File: src/sv/packet_block_placement_engine_core_assert.svh
`ifndef PACKET_BLOCK_PLACEMENT_ENGINE_CORE_ASSERT_SVH
`define PACKET_BLOCK_PLACEMENT_ENGINE_CORE_ASSERT_SVH
// assertion helpers
`define PBPE_ASSERT(label, clk, rst_n, prop, msg) \
  label: assert property (@(posedge clk) disable iff (!rst_n) (prop)) else $error(msg);
`define PBPE_ASSERT_NEXT(label, clk, rst_n, pre, post, msg) \
  label: assert property (@(posedge clk) disable iff (!rst_n) (pre) |=> (post)) \
    else $error(msg);
`endif

File: src/sv/pbpe_pkg.sv
package pbpe_pkg;
  typedef enum logic [2:0] {
    ACT_WRITE       = 3'd0,
    ACT_STASH       = 3'd1,
    ACT_DROP_LATE   = 3'd2,
    ACT_DROP_FULL   = 3'd3,
    ACT_BLOCK_DONE  = 3'd4,
    ACT_REPLAY_WR   = 3'd5,
    ACT_REPLAY_DROP = 3'd6,
    ACT_SKIP        = 3'd7
  } action_e;

  typedef enum logic [2:0] {
    CFG_START_SEQ  = 3'd0,
    CFG_ARMED      = 3'd1,
    CFG_BLOCK_PKTS = 3'd2,
    CFG_MISS_LIMIT = 3'd3,
    CFG_BAD_LIMIT  = 3'd4
  } cfg_idx_e;

  typedef enum logic [6:0] {
    ST_IDLE   = 7'b0000001,
    ST_MUL    = 7'b0000010,
    ST_PLACE  = 7'b0000100,
    ST_CLOSE  = 7'b0001000,
    ST_RDREQ  = 7'b0010000,
    ST_REPLAY = 7'b0100000,
    ST_SKIP   = 7'b1000000
  } state_e;

  localparam logic [20:0] BLOCK_MAX = 21'd1048576;
  localparam logic [3:0]  LOCK_TARGET = 4'd10;
  localparam logic [3:0]  LOCK_MAX = 4'd15;
  localparam logic [35:0] LOCK_WINDOW = 36'd50;
endpackage

File: src/sv/pbpe_ram.sv
module pbpe_ram #(
  parameter int Width = 64,
  parameter int Depth = 8,
  localparam int AddrW = (Depth > 1) ? $clog2(Depth) : 1
) (
  input  logic             clk_i,
  input  logic             we_i,
  input  logic [AddrW-1:0] waddr_i,
  input  logic [Width-1:0] wdata_i,
  input  logic [AddrW-1:0] raddr_i,
  output logic [Width-1:0] rdata_o
);
  logic [Width-1:0] mem [Depth];
  always_ff @(posedge clk_i) begin
    if (we_i) mem[waddr_i] <= wdata_i;
    rdata_o <= mem[raddr_i];
  end
endmodule

File: src/sv/packet_block_placement_engine_core.sv
// Flow: an accepted header passes through ST_MUL and ST_PLACE into the output
// register; when the first block opens, ST_PLACE runs once more. Block close
// adds ST_CLOSE, each replayed stash entry ST_RDREQ and ST_REPLAY (one stash
// RAM read), each skipped block ST_SKIP. A new header is taken only in ST_IDLE
// once the last result leaves the output register.
// Reset: rst_ni asynchronous active low clears control and counters.
`include "packet_block_placement_engine_core_assert.svh"
module packet_block_placement_engine_core #(
  parameter int ChannelsPerGroup = 384,
  parameter int BoardCount = 32,
  parameter int StashDepth = 8,
  parameter int SkipBlocks = 4
) (
  input  logic        clk_i,
  input  logic        rst_ni,
  input  logic        cfg_valid_i,
  output logic        cfg_ready_o,
  input  logic [2:0]  cfg_index_i,
  input  logic [63:0] cfg_data_i,
  input  logic        in_valid_i,
  output logic        in_ready_o,
  input  logic [63:0] header_word_i,
  output logic        out_valid_o,
  input  logic        out_ready_i,
  output logic [2:0]  action_o,
  output logic [19:0] block_offset_o,
  output logic [3:0]  stash_slot_o,
  output logic [20:0] missing_count_o,
  output logic [63:0] dropped_total_o,
  output logic [63:0] received_total_o,
  output logic        last_o
);
  localparam int SW = (StashDepth > 1) ? $clog2(StashDepth) : 1;
  localparam int RW = $clog2(StashDepth + 1);
  localparam int SkW = $clog2(SkipBlocks + 1);
  localparam logic [63:0] CbMul = 64'(ChannelsPerGroup * BoardCount);
  localparam logic [31:0] AntMul = 32'(ChannelsPerGroup);
  localparam logic [63:0] Recip3 = 64'h0000_0000_AAAA_AAAB;
  localparam logic [RW-1:0] StashFull = RW'(StashDepth);
  localparam logic [SkW-1:0] SkipLast = SkW'(SkipBlocks - 1);

  logic [34:0] start_seq_q;
  logic        armed_q;
  logic [20:0] blk_pkts_q, miss_lim_q;
  logic [7:0]  bad_lim_q;

  pbpe_pkg::state_e st_q;
  logic        wen_q, started_q;
  logic [3:0]  lock_q;
  logic [63:0] first_q, lastidx_q, drop_q, recv_q, sprod_q;
  logic [20:0] fill_q;
  logic [RW-1:0] sfill_q, ri_q;
  logic [SkW-1:0] sk_q;
  logic [7:0]  bad_q;
  logic [34:0] seq_q, latest_q;
  logic [31:0] aprod_q, aquot_q;

  logic        ov_q;
  logic [2:0]  oact_q;
  logic [19:0] ooff_q;
  logic [3:0]  oslot_q;
  logic [20:0] omiss_q;
  logic        olast_q;

  logic        ram_we;
  logic [SW-1:0] ram_wa, ram_ra;
  logic [63:0] ram_rd;
  logic [63:0] idx;

  pbpe_ram #(.Width(64), .Depth(StashDepth)) u_stash (
    .clk_i(clk_i), .we_i(ram_we), .waddr_i(ram_wa), .wdata_i(idx),
    .raddr_i(ram_ra), .rdata_o(ram_rd)
  );

  logic [20:0] cfg_bp;
  always_comb begin
    cfg_bp = cfg_data_i[20:0];
    if (cfg_bp == 21'd0) cfg_bp = 21'd1;
    if (cfg_bp > pbpe_pkg::BLOCK_MAX) cfg_bp = pbpe_pkg::BLOCK_MAX;
  end

  always_ff @(posedge clk_i or negedge rst_ni) begin
    if (!rst_ni) begin
      start_seq_q <= '0;
      armed_q <= 1'b0;
      blk_pkts_q <= 21'd1024;
      miss_lim_q <= 21'd1000;
      bad_lim_q <= 8'd50;
    end else if (cfg_valid_i) begin
      case (cfg_index_i)
        pbpe_pkg::CFG_START_SEQ:  start_seq_q <= cfg_data_i[34:0];
        pbpe_pkg::CFG_ARMED:      armed_q <= cfg_data_i[0];
        pbpe_pkg::CFG_BLOCK_PKTS: blk_pkts_q <= cfg_bp;
        pbpe_pkg::CFG_MISS_LIMIT: miss_lim_q <= cfg_data_i[20:0];
        pbpe_pkg::CFG_BAD_LIMIT:  bad_lim_q <= cfg_data_i[7:0];
        default: ;
      endcase
    end
  end

  logic [63:0] nfirst, nlast, roff, start_idx;
  logic [20:0] miss;
  logic        out_free, p_late, p_write, p_stash, p_close, skip_due, bad_inc;
  logic [7:0]  bad_nx;
  logic [RW-1:0] ri_nx;
  assign nfirst = lastidx_q + 64'd1;
  assign nlast = nfirst + 64'(blk_pkts_q - 21'd1);
  assign miss = (fill_q < blk_pkts_q) ? blk_pkts_q - fill_q : 21'd0;
  assign roff = ram_rd - first_q;
  assign start_idx = (64'(start_seq_q) * CbMul) >> 1;
  assign idx = sprod_q + 64'(aquot_q);

  assign out_free = !ov_q || out_ready_i;
  assign cfg_ready_o = 1'b1;
  assign in_ready_o = (st_q == pbpe_pkg::ST_IDLE) && !ov_q;

  assign p_late = idx < first_q;
  assign p_write = !p_late && (idx <= lastidx_q);
  assign p_stash = !p_late && !p_write && (sfill_q < StashFull);
  assign p_close = (fill_q + 21'(p_write) >= blk_pkts_q) ||
                   (sfill_q + RW'(p_stash) >= StashFull);
  assign skip_due = bad_q > bad_lim_q;
  assign bad_inc = (miss > miss_lim_q) && (bad_q != 8'd255);
  assign bad_nx = bad_q + 8'(bad_inc);
  assign ri_nx = ri_q + RW'(1);

  assign ram_ra = ri_q[SW-1:0];
  assign ram_wa = sfill_q[SW-1:0];
  assign ram_we = (st_q == pbpe_pkg::ST_PLACE) && wen_q && started_q && out_free && p_stash;

  always_ff @(posedge clk_i or negedge rst_ni) begin
    if (!rst_ni) begin
      st_q <= pbpe_pkg::ST_IDLE;
      wen_q <= 1'b0; started_q <= 1'b0; lock_q <= '0;
      first_q <= '0; lastidx_q <= '0; fill_q <= '0; sfill_q <= '0;
      bad_q <= '0; drop_q <= '0; recv_q <= '0; latest_q <= '0;
      ri_q <= '0; sk_q <= '0; ov_q <= 1'b0;
    end else begin
      if (ov_q && out_ready_i) ov_q <= 1'b0;
      case (st_q)
        pbpe_pkg::ST_IDLE: begin
          if (in_valid_i && in_ready_o) begin
            seq_q <= header_word_i[63:29];
            aprod_q <= 32'(header_word_i[15:0]) * AntMul;
            st_q <= pbpe_pkg::ST_MUL;
          end
        end
        pbpe_pkg::ST_MUL: begin
          sprod_q <= (64'(seq_q) * CbMul) >> 1;
          aquot_q <= 32'((64'(aprod_q) * Recip3) >> 33);
          latest_q <= seq_q;
          if (!wen_q) begin
            if (armed_q && ({1'b0, seq_q} + pbpe_pkg::LOCK_WINDOW >= {1'b0, start_seq_q})
                && lock_q < pbpe_pkg::LOCK_MAX) begin
              lock_q <= lock_q + 4'd1;
              if (lock_q + 4'd1 >= pbpe_pkg::LOCK_TARGET) wen_q <= 1'b1;
            end else if (lock_q >= pbpe_pkg::LOCK_TARGET) wen_q <= 1'b1;
          end
          st_q <= pbpe_pkg::ST_PLACE;
        end
        pbpe_pkg::ST_PLACE: begin
          if (!wen_q) begin
            st_q <= pbpe_pkg::ST_IDLE;
          end else if (!started_q) begin
            first_q <= start_idx;
            lastidx_q <= start_idx + 64'(blk_pkts_q - 21'd1);
            started_q <= 1'b1;
          end else if (out_free) begin
            ov_q <= 1'b1;
            ooff_q <= '0; oslot_q <= '0; omiss_q <= '0;
            olast_q <= !(p_close || skip_due);
            if (p_late) begin
              drop_q <= drop_q + 64'd1;
              oact_q <= pbpe_pkg::ACT_DROP_LATE;
            end else if (p_write) begin
              recv_q <= recv_q + 64'd1;
              fill_q <= fill_q + 21'd1;
              oact_q <= pbpe_pkg::ACT_WRITE;
              ooff_q <= 20'(idx - first_q);
            end else if (p_stash) begin
              oact_q <= pbpe_pkg::ACT_STASH;
              oslot_q <= 4'(sfill_q);
              sfill_q <= sfill_q + RW'(1);
            end else begin
              drop_q <= drop_q + 64'd1;
              oact_q <= pbpe_pkg::ACT_DROP_FULL;
            end
            if (p_close) begin
              st_q <= pbpe_pkg::ST_CLOSE;
            end else if (skip_due) begin
              sk_q <= '0;
              st_q <= pbpe_pkg::ST_SKIP;
            end else begin
              st_q <= pbpe_pkg::ST_IDLE;
            end
          end
        end
        pbpe_pkg::ST_CLOSE: begin
          if (out_free) begin
            drop_q <= drop_q + 64'(miss);
            bad_q <= bad_nx;
            ov_q <= 1'b1;
            oact_q <= pbpe_pkg::ACT_BLOCK_DONE;
            ooff_q <= '0; oslot_q <= '0; omiss_q <= miss;
            olast_q <= !((sfill_q != '0) || (bad_nx > bad_lim_q));
            first_q <= nfirst; lastidx_q <= nlast; fill_q <= '0;
            ri_q <= '0;
            if (sfill_q != '0) begin
              st_q <= pbpe_pkg::ST_RDREQ;
            end else if (bad_nx > bad_lim_q) begin
              sk_q <= '0;
              st_q <= pbpe_pkg::ST_SKIP;
            end else begin
              st_q <= pbpe_pkg::ST_IDLE;
            end
          end
        end
        pbpe_pkg::ST_RDREQ: begin
          st_q <= pbpe_pkg::ST_REPLAY;
        end
        pbpe_pkg::ST_REPLAY: begin
          if (out_free) begin
            ov_q <= 1'b1;
            ooff_q <= '0; omiss_q <= '0;
            oslot_q <= 4'(ri_q);
            olast_q <= (ri_nx == sfill_q) && !skip_due;
            if (ram_rd >= first_q && roff < 64'(blk_pkts_q)) begin
              fill_q <= fill_q + 21'd1;
              recv_q <= recv_q + 64'd1;
              oact_q <= pbpe_pkg::ACT_REPLAY_WR;
              ooff_q <= 20'(roff);
            end else begin
              drop_q <= drop_q + 64'd1;
              oact_q <= pbpe_pkg::ACT_REPLAY_DROP;
            end
            ri_q <= ri_nx;
            if (ri_nx == sfill_q) begin
              sfill_q <= '0;
              if (skip_due) begin
                sk_q <= '0;
                st_q <= pbpe_pkg::ST_SKIP;
              end else begin
                st_q <= pbpe_pkg::ST_IDLE;
              end
            end else begin
              st_q <= pbpe_pkg::ST_RDREQ;
            end
          end
        end
        pbpe_pkg::ST_SKIP: begin
          if (out_free) begin
            drop_q <= drop_q + 64'(blk_pkts_q);
            ov_q <= 1'b1;
            oact_q <= pbpe_pkg::ACT_SKIP;
            ooff_q <= '0; oslot_q <= '0; omiss_q <= blk_pkts_q;
            olast_q <= (sk_q == SkipLast);
            first_q <= nfirst; lastidx_q <= nlast; fill_q <= '0;
            sk_q <= sk_q + SkW'(1);
            if (sk_q == SkipLast) begin
              bad_q <= '0;
              st_q <= pbpe_pkg::ST_IDLE;
            end
          end
        end
        default: st_q <= pbpe_pkg::ST_IDLE;
      endcase
    end
  end

  assign out_valid_o = ov_q;
  assign action_o = oact_q;
  assign block_offset_o = ooff_q;
  assign stash_slot_o = oslot_q;
  assign missing_count_o = omiss_q;
  assign dropped_total_o = drop_q;
  assign received_total_o = recv_q;
  assign last_o = olast_q;

  `PBPE_ASSERT(a_stash_bound, clk_i, rst_ni, sfill_q <= StashFull, "stash overfilled")
  `PBPE_ASSERT_NEXT(a_no_accept_busy, clk_i, rst_ni, in_valid_i && in_ready_o,
    st_q == pbpe_pkg::ST_MUL, "accept did not start work")
  `PBPE_ASSERT(a_ram_we_room, clk_i, rst_ni, !ram_we || sfill_q < StashFull,
    "stash write when full")
endmodule
File: config.mk
export PLATFORM = sky130hd
export DESIGN_NAME = packet_block_placement_engine_core
export DESIGN_NICKNAME = d
export VERILOG_FILES = /design/src/sv/pbpe_pkg.sv /design/src/sv/pbpe_ram.sv /design/src/sv/packet_block_placement_engine_core.sv
export VERILOG_INCLUDE_DIRS = /design/src /design/src/sv
export SDC_FILE = /design/constraint.sdc
export NUM_CORES = 2
export LEC_CHECK = 0
export BUFFER_PORTS_ARGS = -buffer_cell sky130_fd_sc_hd__buf_4
export CAP_MARGIN = 25
export CORE_MARGIN = 2
export CORE_UTILIZATION = 25
export CTS_CLUSTER_DIAMETER = 40
export DETAILED_ROUTE_END_ITERATION = 8
export HOLD_SLACK_MARGIN = 0.1
export PLACE_DENSITY_LB_ADDON = 0.05
export SETUP_SLACK_MARGIN = 0.5
export SYNTH_ARGS = -nofsm -noshare
export SYNTH_HDL_FRONTEND = slang
export SYNTH_SLANG_ARGS = --single-unit
File: constraint.sdc
create_clock -name clk_i -period 23 [get_ports clk_i]
set_input_delay 2.3 -clock clk_i [delete_from_list [all_inputs] [get_ports clk_i]]
set_output_delay 2.3 -clock clk_i [all_outputs]
set_load 0.1 [all_outputs]
# == Word-level counts from Yosys, hierarchy flattened ==
# Memory sizes are Yosys's and may differ from the RTL's. A register that Yosys moved wholly into a read port is not among the register bits.
# Cells that the tools add are included.
# classes
n_addsub,21
order_cmp,16
reduce_logical,57
bitwise_logic,1
n_mux,133
n_mul,4
n_eq_ne,38
# op_table
operator,n
$mux W64,23
$pmux W64 S2,3
$mux W21,16
$pmux W64 S4,1
$add A64 B1 Y64 const B,3
$mux W20,8
$add A64 B21 Y64,2
$mux W7,13
$pmux W21 S4,1
$mul A35 B2 Y37 const B,2
$mux W4,17
$add A64 B64 Y64,1
$ge A64 B64 Y1,1
$le A49 B64 Y1,1
$lt A49 B64 Y1,1
$lt A64 B21 Y1,1
$sub A64 B64 Y64,1
$pmux W21 S3,1
$pmux W20 S3,1
$mux W3,17
$add A49 B22 Y50,1
$mul A18 B32 Y50 const B,1
$add A48 B31 Y49,1
$pmux W7 S7,1
63 further kinds,152
# word_totals
input_bits,136
ram_bits,392
out_inout_bits,180
elab_cells,300
register_bits,630
n_memories,1
# memory_table
name,words,word_bits,read_ports,rd_ports_with_merged_regs,wr,line_no,text
u_stash.mem,8,49,1,1,1,pbpe_ram.sv:13,logic [Width-1:0] mem [Depth];

# == Logic depth before layout (Yosys ltp) ==
# logic_depth
word_depth,16
ltp_mapped,47
depth_no_buf,46

# == By module ==
# A second synthesis with hierarchy kept.
# unflattened
hier_cells,6783
hier_area_um2,72933.7
# modules_own_cells
mod,seq_area_each_um2,area_each_um2,cells_per_inst,instances
packet_block_placement_engine_core,14818.0,52386.5,5967,1
pbpe_ram,16656.0,20547.2,816,1

# == Worst setup path before layout ==
# Ideal clock, no wire load.
# synth_path
path_kind,reg-to-reg
start,register sprod_q[11]
end,"memory u_stash.mem[0][0] (netlist name), enable pin"
setup_time_ps,516
arrival_ps,8641
path_stages_with_launch,31
synth_period_minus_slack_ps,9157
n_path_buf,2
t_required_ps,22484
slack_ps,13843
path_cell_list,edfxtp_1 > ha_1 > inv_1 > fa_1 > nor2b_1 > o21ai_0 > a21boi_0 > o21ai_0 > a21boi_0 > o21ai_0 > a21boi_0 > o21ai_0 > a21boi_0 > o21ai_0 > nand2b_1 > a21o_1 > clkbuf_1 > nand4_1 > xnor2_1 > ha_1 > nand4_1 > nor2_1 > nand4_1 > or4_1 > a2111oi_0 > o21ai_0 > inv_1 > and3_1 > clkbuf_1 > nand3_1 > nor3_1
# synth_between
elab_chain_len,10
elab_cells_between_ends,11
cone_classes,add/sub (1); order compare (2); mux (2); reduce/logical (6)
# synth_lines
item,line_no,text
"start, declared",packet_block_placement_engine_core.sv:50,"logic [63:0] first_q, lastidx_q, drop_q, recv_q, sprod_q;"
"start signal, assigned",packet_block_placement_engine_core.sv:149,sprod_q <= (64'(seq_q) * CbMul) >> 1;
$add A48 B31 Y49 (*),packet_block_placement_engine_core.sv:111,assign idx = sprod_q + 64'(aquot_q);
via idx[37],packet_block_placement_engine_core.sv:68,logic [63:0] idx;
$lt A49 B64 Y1,packet_block_placement_engine_core.sv:117,assign p_late = idx < first_q;
$logic_not A1 Y1,"packet_block_placement_engine_core.sv:118, packet_block_placement_engine_core.sv:119",
$logic_and A1 B1 Y1,packet_block_placement_engine_core.sv:118,assign p_write = !p_late && (idx <= lastidx_q);
$logic_not A1 Y1,packet_block_placement_engine_core.sv:119,assign p_stash = !p_late && !p_write && (sfill_q < StashFull);
$logic_and A1 B1 Y1 (*) (2 in a row),packet_block_placement_engine_core.sv:119,
$logic_and A1 B1 Y1 (*),packet_block_placement_engine_core.sv:129,assign ram_we = (st_q == pbpe_pkg::ST_PLACE) && wen_q && started_q && out_free && p_stash;
$mux W1 (*),pbpe_ram.sv:15,if (we_i) mem[waddr_i] <= wdata_i;
$mux W1 (implied by the code) (*),pbpe_ram.sv:15,
"end, declared",pbpe_ram.sv:13,
# Mark *: on every way through the listed nets, which the timed path passes. The rest lies on a longest branch.

# == Worst setup path after layout ==
# layout_path
start,register sprod_q[11]
end,register sk_q[0]
# layout_between
elab_chain_len,12
elab_cells_between_ends,15
cone_classes,add/sub (3); order compare (4); eq/ne (1); reduce/logical (7)
# layout_lines
item,line_no,text
$add A48 B31 Y49 (*),packet_block_placement_engine_core.sv:111,
via idx[33],packet_block_placement_engine_core.sv:68,
branches (longest 8 deep; another with $lt A49 B64 Y1),-,
$logic_or A1 B1 Y1 (*),packet_block_placement_engine_core.sv:120,assign p_close = (fill_q + 21'(p_write) >= blk_pkts_q) ||
$ne A2 B2 Y1 (no line) (*),-,
$reduce_and A11 Y1 (no line) (*),-,
"end signal, assigned",packet_block_placement_engine_core.sv:258,sk_q <= sk_q + SkW'(1);
"end, declared",packet_block_placement_engine_core.sv:53,logic [SkW-1:0] sk_q;
# Mark *: on every way through the listed nets, which the timed path passes.
# A chain may end at the register's enable or synchronous reset.

==> flow_summary.ini <==
[global_routing]
grt_pass1_vias = 52304
grt_max_degree = 77
antenna_found_initial = 14
grt_overflow_total = 0
grt_usage_pct = 17.7
grt_first_pass_wirelength_mm = 358

[floorplanning]
initial_core_util_pct = 25.1
core-area_mm2 = 0.265
die_h_um = 520
die_area_mm2 = 0.270
placementRows = 189
io-pin-count = 316
fp.dieW_um = 520

[clock_network]
htreeDepth = 4
cts_buffer_depth = 4
clkSinkCount = 1000
postCtsSetupRepairBufs = 0
cts_buffers = 238
root_buffer = clkbuf_16
cts_hold_buf = 0
clkTransAtPathRegs_ps = 50
post_cts_resized = 0
clk_latency_ps = 910
cts_tree = done

[setup_path]
critPathRequiredTime_ps = 23750
cpPeakStageDelay_ps = 1080
cp.arrival_ps = 11940
crit_fanout = 12
endpoint_kind = flop
critPathKind = flop to flop
slowest_stage = o21ai_0
cp-start-kind = flop

[layout]
final_util_pct = 30.8
drive_gt1_share_pct = 14.8
final_nets = 7726
synthToLayoutAreaGrowth_pct = 22.8
final_cells = 10574

[run_status]
status = finished, violations left
violations = design-rule violations

[synth]
synth_edf_count = 555
yosys_register_bits = 1000
ys.flop_type = edfxtp_1
seq_area_frac_synth_pct = 41.4
ys_async_sr_fraction_pct = 39.6
yosysWarnings = 0
synth_fp_nets = 7301
synthDistinctLibCells = 83
syn_avg_cell_area_um2 = 10.4
syn_inst = 6399
mappedNetlistArea_mm2 = 0.0666

[min_path]
min_path_type = flop to flop

[power_and_ir_drop]
power_frac_seq_pct = 23.4
p_leak_nw = 34.5
power.share.switching_pct = 37.5
p_clk_share_pct = 35.8
power_density_mw_per_mm2 = 121
ir_drop_mv = 0.206
p_int_mw = 6.20
power_switching_mw = 3.72
combPwrFrac_pct = 40.9

[sta]
hold_ws_ps = 475
period_needed_ps = 11190
hold_violations = 0
rsz0062_at_grt = false
worst_slack_ps = 11810
fmax_ghz = 0.0894
finalMaxSlewViolations = 0
finalSetupTns_ps = 0
finalCritPeriodShare_pct = 48.7
relSlewSlack_pct = 13.7
setup_violations = 0
skew_ps = 85.1
worstMarginPinSlew_ps = 1280

[route]
routed_wl_mm = 243
drtPass1Iterations = 7
ant_nets = 0
wl_per_cell_um = 23.0
drc_errors = 6
vias = 50471
viasPerCell = 4.77
drt_iter0_drc = 2976

[placed_design]
post-place-cells = 10114
detailedPlace.worstSlack_ps = 11900
hpwl_mm = 183
gp_congestion = 0.842
port_buffers = 272

[job]
drv_cap = 0
per-layer routing:
metal	track usage, %	wire [um]	share of wire (%)	up-vias
li1	-	-	-	24359
met1	23.4	111000	45	24821
met2	30.1	118000	48	962
met3	2.56	9360	3.8	327
met4	4.44	5720	2.4	2
met5	0	16	0.0066	-
critical path: cells and delay by family (launching register included):
kind	cells	cell delay [ps]
compound gates	29	6900
mux	1	380
xor+xnor	1	150
buf+inv	4	580
simple gates	6	1060
fa+ha+maj	6	1660
flops	1	340
area by class of cell:
cell class / instances / area (um2)
clock inverters: 150 / 1940
repair buffers: 379 / 2930
fillers: 27300 / 183000
inverters: 513 / 1930
clock buffers: 301 / 6510
flip-flops and latches: 1000 / 27600
multi-input cells: 4692 / 36400
diodes: 6 / 15.0
well taps: 3533 / 4420
Yosys cell counts (all sizes together) (47+ instances only):
master | instances | area share, %
nor3 | 100 | 0.75
dfrtp | 385 | 14
and3 | 104 | 0.98
nand2b | 59 | 0.55
o21a | 63 | 0.71
o21ai | 355 | 2.7
nand3 | 179 | 1.3
a21o | 175 | 2.0
xor2 | 167 | 2.2
nand2 | 500 | 2.8
dfxtp | 49 | 1.5
xnor2 | 368 | 4.8
nor4 | 58 | 0.55
a21oi | 380 | 2.9
edfxtp | 555 | 25
inv | 513 | 2.9
mux4 | 98 | 3.3
mux2 | 84 | 1.4
ha | 652 | 12
nand4 | 142 | 1.3
fa | 114 | 3.4
clkbuf | 170 | 0.96
nor2 | 356 | 2.0
nor2b | 60 | 0.56
a22o | 47 | 0.63
sequential cells by signal, summed over array words and instances (netlist names), 7 cells and up:
signal	flops
received_total_o	64
sprod_q	37
st_q	7
seq_q	35
aquot_q	24
blk_pkts_q	21
block_offset_o	20
u_stash.mem	392
fill_q	21
start_seq_q	35
bad_lim_q	8
lastidx_q	64
aprod_q	18
first_q	64
u_stash.rdata_o	49
dropped_total_o	64
bad_q	8
missing_count_o	21
miss_lim_q	21
cell families after synthesis:
kind of cell / synth area share, %
other cells: 0.00563
flops: 41.4
compound gates: 13.9
xor+xnor: 7.04
mux: 4.92
simple gates: 13.0
fa+ha+maj: 15.7
buf+inv: 4.05
power groups by stage:
stage                     combinational (mW)  sequential (mW)  clock [mW]
after floorplan                         2.84             2.32           0
after global placement                  4.11             2.35           0
after detailed placement                4.11             2.35           0
after CTS                               4.15             2.32        3.64
after global routing                    4.65             2.33        3.73
final                                   4.06             2.32        3.55
placed cells by master (no fill, tap or decap), drive strengths merged, types with 29 or more instances in the layout:
cell type / instances
a21boi: 30
nand2: 500
a21o: 175
xnor2: 368
nand3: 179
edfxtp: 555
bufinv: 36
a21oi: 380
nand2b: 59
ha: 652
xor2: 167
a22oi: 46
dfrtp: 385
nor4: 58
clkinv: 71
a31oi: 32
o21bai: 43
o22ai: 33
nand4: 142
or3: 31
dfxtp: 49
a211oi: 42
and3: 104
nor2b: 60
o21ai: 355
clkbuf: 301
o21a: 63
nor2: 356
fa: 114
buf: 378
and4: 36
nor3: 100
mux4: 98
inv: 532
o211ai: 29
mux2: 84
a22o: 47
o31ai: 38
and2: 34
metrics by stage:
stage	total power, mW	cell area (um2)
6_report	9.92	81800
2_1_floorplan	5.16	66600
4_1_cts	10.1	81700
5_1_grt	10.7	81800
3_3_place_gp	6.46	73100
3_5_place_dp	6.46	73200
final timing paths:
kind | slack (ps) | cells past startpoint | endpoint | start
worst max register to register | 11810 | 47 | sk_q[0] | sprod_q[11]
worst max-delay path | 11810 | 47 | sk_q[0] | sprod_q[11]
min in group asynchronous | 1380 | 1 | start_seq_q[32] | rst_ni
worst min register to register | 480 | 1 | fill_q[12] | fill_q[12]
max in group asynchronous | 19290 | 4 | received_total_o[28] | rst_ni
worst min-delay path | 480 | 1 | fill_q[12] | fill_q[12]
Power figures use the tool's default switching activity.
